$ cat src/rtl/dpt_pkg.sv
// Package for the demand paging table walker: defaults, state codes,
// status codes and the command/status structs between controller and datapath.
// No dependencies.
`timescale 1ns / 1ps
package dpt_pkg;
	localparam int TABLE_POOL  = 64;
	localparam int INDEX_BITS  = 9;
	localparam int FRAME_LIMIT = 65536;
	localparam int LEVELS      = 4;

	// status codes of a result word
	localparam logic [1:0] STAT_OK    = 2'd0;
	localparam logic [1:0] STAT_POOL  = 2'd1;
	localparam logic [1:0] STAT_FRAME = 2'd2;

	typedef enum logic [3:0] {
		ST_RST_CLR, ST_IDLE, ST_READ, ST_EVAL, ST_DECIDE,
		ST_ROOT, ST_WRITE, ST_FREE_CLR, ST_FIN, ST_DONE
	} state_t;

	// controller -> datapath
	typedef struct packed {
		logic start;
		logic rd;
		logic eval;
		logic decide;
		logic root;
		logic wr;
		logic clr_start;
		logic clr;
		logic fin;
	} cmd_t;

	// datapath -> controller
	typedef struct packed {
		logic root_present;
		logic rd_valid;
		logic lvl_last;
		logic clr_last;
		logic err;
		logic have_frame;
	} sts_t;
endpackage

$ cat src/rtl/dpt_ctrl.sv
// Walk sequencer: clearing pass, look-up reads, limit check, commit writes.
// Depends on dpt_pkg.
`timescale 1ns / 1ps
module dpt_ctrl (
	input  logic          clk,
	input  logic          arst_n,
	input  logic          in_valid,
	output logic          in_ready,
	input  logic          req_free,
	output logic          out_valid,
	input  logic          out_ready,
	input  dpt_pkg::sts_t sts,
	output dpt_pkg::cmd_t cmd
);
	dpt_pkg::state_t state_q, state_d;

	always_ff @(posedge clk or negedge arst_n) begin
		if (!arst_n) begin
			state_q <= dpt_pkg::ST_RST_CLR;
		end else begin
			state_q <= state_d;
		end
	end

	// next state and commands
	always_comb begin
		state_d   = state_q;
		cmd       = '0;
		in_ready  = 1'b0;
		out_valid = 1'b0;
		unique case (state_q)
			dpt_pkg::ST_RST_CLR: begin
				cmd.clr = 1'b1;
				if (sts.clr_last) state_d = dpt_pkg::ST_IDLE;
			end
			dpt_pkg::ST_IDLE: begin
				in_ready = 1'b1;
				if (in_valid) begin
					cmd.start = 1'b1;
					if (req_free) begin
						cmd.clr_start = 1'b1;
						state_d = dpt_pkg::ST_FREE_CLR;
					end else if (sts.root_present) begin
						state_d = dpt_pkg::ST_READ;
					end else begin
						state_d = dpt_pkg::ST_DECIDE;
					end
				end
			end
			dpt_pkg::ST_READ: begin
				cmd.rd = 1'b1;
				state_d = dpt_pkg::ST_EVAL;
			end
			dpt_pkg::ST_EVAL: begin
				cmd.eval = 1'b1;
				if (sts.rd_valid && !sts.lvl_last) state_d = dpt_pkg::ST_READ;
				else state_d = dpt_pkg::ST_DECIDE;
			end
			dpt_pkg::ST_DECIDE: begin
				cmd.decide = 1'b1;
				if (sts.err || sts.have_frame) state_d = dpt_pkg::ST_FIN;
				else if (!sts.root_present) state_d = dpt_pkg::ST_ROOT;
				else state_d = dpt_pkg::ST_WRITE;
			end
			dpt_pkg::ST_ROOT: begin
				cmd.root = 1'b1;
				state_d = dpt_pkg::ST_WRITE;
			end
			dpt_pkg::ST_WRITE: begin
				cmd.wr = 1'b1;
				if (sts.lvl_last) state_d = dpt_pkg::ST_FIN;
			end
			dpt_pkg::ST_FREE_CLR: begin
				cmd.clr = 1'b1;
				if (sts.clr_last) state_d = dpt_pkg::ST_FIN;
			end
			dpt_pkg::ST_FIN: begin
				cmd.fin = 1'b1;
				state_d = dpt_pkg::ST_DONE;
			end
			dpt_pkg::ST_DONE: begin
				out_valid = 1'b1;
				if (out_ready) state_d = dpt_pkg::ST_IDLE;
			end
			default: state_d = dpt_pkg::ST_IDLE;
		endcase
	end

	a_port_excl: assert property (@(posedge clk) disable iff (!arst_n)
		!(cmd.rd && (cmd.wr || cmd.clr)))
		else $error("read and write issued together");
	a_done_hold: assert property (@(posedge clk) disable iff (!arst_n)
		(state_q == dpt_pkg::ST_DONE && !out_ready) |=> state_q == dpt_pkg::ST_DONE)
		else $error("result dropped while stalled");
	a_eval_after_read: assert property (@(posedge clk) disable iff (!arst_n)
		(state_q == dpt_pkg::ST_EVAL) |-> $past(state_q) == dpt_pkg::ST_READ)
		else $error("read data used without a read");
endmodule

$ cat config.mk
export PLATFORM = sky130hd
export DESIGN_NAME = dpt_ctrl
export DESIGN_NICKNAME = d
export VERILOG_FILES = /design/src/rtl/dpt_pkg.sv /design/src/rtl/dpt_ctrl.sv
export SDC_FILE = /design/constraint.sdc
export NUM_CORES = 1
export LEC_CHECK = 0
export ABC_AREA = 1
export ABC_CLOCK_PERIOD_IN_PS = 1200
export BUFFER_PORTS_ARGS = -buffer_cell sky130_fd_sc_hd__buf_2
export CAP_MARGIN = 20
export CORE_MARGIN = 10
export CORE_UTILIZATION = 30
export CTS_BUF_LIST = sky130_fd_sc_hd__clkbuf_16
export DETAILED_ROUTE_END_ITERATION = 10
export HOLD_SLACK_MARGIN = 0.08
export PLACE_DENSITY = 0.69
export SYNTH_ARGS = -nofsm -noshare
export SYNTH_HDL_FRONTEND = slang
export SYNTH_SLANG_ARGS = --single-unit
export TNS_END_PERCENT = 10
$ cat constraint.sdc
create_clock -name clk -period 1.2 [get_ports clk]
set_input_delay 0.24 -clock clk [delete_from_list [all_inputs] [get_ports clk]]
set_output_delay 0.24 -clock clk [all_outputs]
set_load 0.05 [all_outputs]
* Yosys cells after proc, flatten, opt, wreduce, memory -nomap -nowiden
Cells that the tools add are included.
** Storage, ports and cells
- Output and inout bits :: 11
- Input bits :: 11
- Word-level logic and storage cells :: 46
- Register bits after elaboration :: 4
** Operators by class
- Mux-type cells :: 25
- Reductions and logical operators :: 6
- Equal/unequal tests :: 14
** Operator list (number)
- $pmux W4 S10 :: 1
- $mux W4 :: 7
- $eq A4 B3 Y1 const B :: 4
- $mux W1 :: 14
- $ne A2 B2 Y1 const B :: 5
- $eq A4 B2 Y1 const B :: 2
- $eq A4 B4 Y1 const B :: 2
- $mux W3 :: 2
- $reduce_and A5 Y1 :: 1
- $eq A4 B1 Y1 const B :: 1
- $logic_not A4 Y1 :: 1
- $mux W2 :: 1
- $reduce_or A2 Y1 :: 1
- $logic_and A1 B1 Y1 :: 1
- $logic_not A1 Y1 :: 1
- $logic_or A1 B1 Y1 :: 1

* Depth between registers and ports, before layout
- Depth in word-level cells :: 4
- Gate-level depth with buffers :: 9
- Gate-level depth less buffers :: 9

* Worst setup path after synthesis
Ideal clock, no wire load.
- Path type :: register to output
- Start :: register state_q[2]
- End :: output cmd[2] in the netlist's numbering
- Data arrival time :: 1.802 ns
- Cell stages (with the launch flop) :: 4
- Path slack :: -0.842 ns
- Data required time :: 0.960 ns
- Buffers on the path :: 0
- Path through :: dfrtp_1 > nor2_2 > nand2_1 > nor3_1
** RTL lines
- from (decl) :: line dpt_ctrl.sv:15 : dpt_pkg::state_t state_q, state_d;
- from (signal assigned) :: line dpt_ctrl.sv:19 : state_q <= dpt_pkg::ST_RST_CLR;
- from (signal assigned) :: line dpt_ctrl.sv:21 : state_q <= state_d;
- to (decl) :: line dpt_ctrl.sv:13 : output dpt_pkg::cmd_t cmd

==> impl_metrics.ini <==
[run_status]
outcome = finished, violations left
failed_checks = negative setup slack

[pwr]
p_leak_nw = 0.562
internal-power_w = 0.00156
clockPowerShare_pct = 16.9
seqPwrFrac_pct = 10.7
combPwrFrac_pct = 72.4
p_sw_w = 0.00159
ir_worst_vdd_mv = 1.81
cellPowerDensity_nw_per_um2 = 3080
p_sw_share_pct = 50.5

[synth]
synth_area_um2 = 499
yosysUniqueCellTypes = 12
postSynthCellCount = 98
ys_ff_latch = 4
yosys_warnings = 0
avgSynthCellArea_um2 = 5.09
ys_seq_area_share_pct = 20.1
synth_nets = 109

[run]
drv_cap = 0

[route]
post_drt_wl_per_cell_um = 12.1
via_per_inst = 4.71
drt_pass1_iterations = 6
vias = 725
wirelength_mm = 1.87
ant_nets = 0
drcViolationCount = 0
drt-initial-drc-count = 14

[sta]
rsz0062_at_grt = yes
tightest_slew_ns = 0.211
setup_viol = 15
tns_ns = -3.44
slew_viol_final = 0
setup_slack_ns = -0.311
fin_skew_ns = 0.00558
fmax_mhz = 662
fin_crit_ns = 1.51
hold_viol = 0
slew_headroom_pct = 85.9
finalCritPeriodShare_pct = 126

[critical_path]
start_kind = flip-flop
crit_path_start = state_q[3]
crit_type = reg -> out
arrival_ns = 1.27
r2r_cells = 8
ff2ff_setup_slack_ns = -0.24
cp-end-kind = output port
cp.required_ns = 0.96
r2r_end = state_q[3]
rr_startpoint = state_q[3]
crit_path_max_fanout = 5
endpoint = cmd[2]

[layout]
areaGrowthSynthToFinish_pct = 105
drive_above_1_share_pct = 50.7
diodes = 0
fin_nets = 150
final_area_um2 = 1020
final_cell_mix = nand2_1 (28), inv_1 (16), buf_4 (14)
top_register = state_q
largest_reg_flops = 4
final_common_cell = nand2_1
top_regs = state_q (4)

[cts]
clkLatencyLatePin_ns = 0.23
cts_made_buffers = 3
cts_buffer_depth = 2
root_buffer = clkbuf_16
htree_levels = 1
path_clk_slew_ns = 0.03
clock_sinks = 4
cts_tree = yes

[place]
gp_congestion = 0.808
portBuffers = 21
place_area_um2 = 782
dpl.hpwl_mm = 1.42

[grt]
overflow = 0
grt_max_degree = 7
grt_pass1_vias = 717
grt_usage_pct = 11.1
antenna_found_initial = 0
grt_pass1_wl_mm = 3.16

[die]
floorplan.initialDensity_pct = 32.4
ioPinCount = 22
die_h_um = 60.8
coreArea_um2 = 1540
fp.dieArea_um2 = 3700
rows = 14
die_w_um = 60.8

[hold_path]
hold_path_class = in -> async
[power groups by stage]
stage                     sequential (W)  combinational [W]  clock, W
after floorplan                 0.000285            0.00131         0
after global placement          0.000291            0.00183         0
after detailed placement        0.000297            0.00185         0
after CTS                       0.000314            0.00221  0.000541
after global routing            0.000334            0.00247  0.000542
final                           0.000335            0.00228  0.000532
[critical path, cell delays in order (launching register included)]
cell	delay, ns
dfrtp_2	0.43
nor2_4	0.21
nand2_4	0.10
nor3_4	0.12
buf_6	0.18
[cells by family after synthesis]
group	share of synthesized area [%]
buf+inv	14.3
compound gates	4.76
simple gates	60.9
flops	20.1
[stage by stage]
stage	instances	utilization [%]	setup WS, ns	hold WS, ns	total power [W]
2_1_floorplan	98	-	-0.242	-0.0556	0.00160
3_3_place_gp	146	50.7	-0.210	0.0486	0.00213
3_5_place_dp	146	50.7	-0.220	0.0472	0.00215
4_1_cts	154	64.8	-0.309	0.340	0.00307
5_1_grt	154	66.3	-0.378	0.370	0.00335
6_report	154	66.3	-0.311	0.343	0.00315
[timing repair]
item,CTS,global route
endpoints found under the setup margin,15,15
pin swaps,6,3
resized for setup,38,7
hold buffers,1,0
setup buffers,3,0
hold endpoints to repair,4,0
[area by class of cell]
type | count | area [µm²]
fillers | 137 | 519
clock buffers | 3 | 75.1
multi-input cells | 75 | 434
clock inverters | 1 | 3.75
well taps | 16 | 20.0
repair buffers | 36 | 308
flip-flops and latches | 4 | 105
inverters | 19 | 76.3
[cells in the mapped netlist]
cell / count / area share [%]
nor3_1: 2 / 2.0
a21oi_2: 1 / 1.8
a21oi_1: 2 / 2.0
nand2_1: 35 / 26
nor2_1: 18 / 14
nor2_4: 1 / 2.3
nand2_2: 3 / 3.8
dfrtp_1: 4 / 20
inv_1: 19 / 14
nor2_2: 4 / 5.0
nand3_1: 8 / 8.0
o21ai_0: 1 / 1.0
[per-layer routing]
layer	routed length, µm	GRT usage [%]	up-vias	part of all wire (%)
met4	66	7.21	0	3.5
met2	863	17.2	29	46
li1	-	-	372	-
met5	0	0	-	0
met1	772	11.8	314	41
met3	169	5.22	10	9.0
[worst min-delay path by stage]
stage                start         end  slack (ns)  cells past startpoint
detailed placement  arst_n  state_q[2]        0.05                      1
CTS                 arst_n  state_q[2]        0.34                      2
global placement    arst_n  state_q[2]        0.05                      1
global route        arst_n  state_q[3]        0.37                      2
floorplan           arst_n  state_q[0]       -0.06                      0
finish              arst_n  state_q[2]        0.34                      2
No activity file was read; power rests on OpenSTA's default activity.
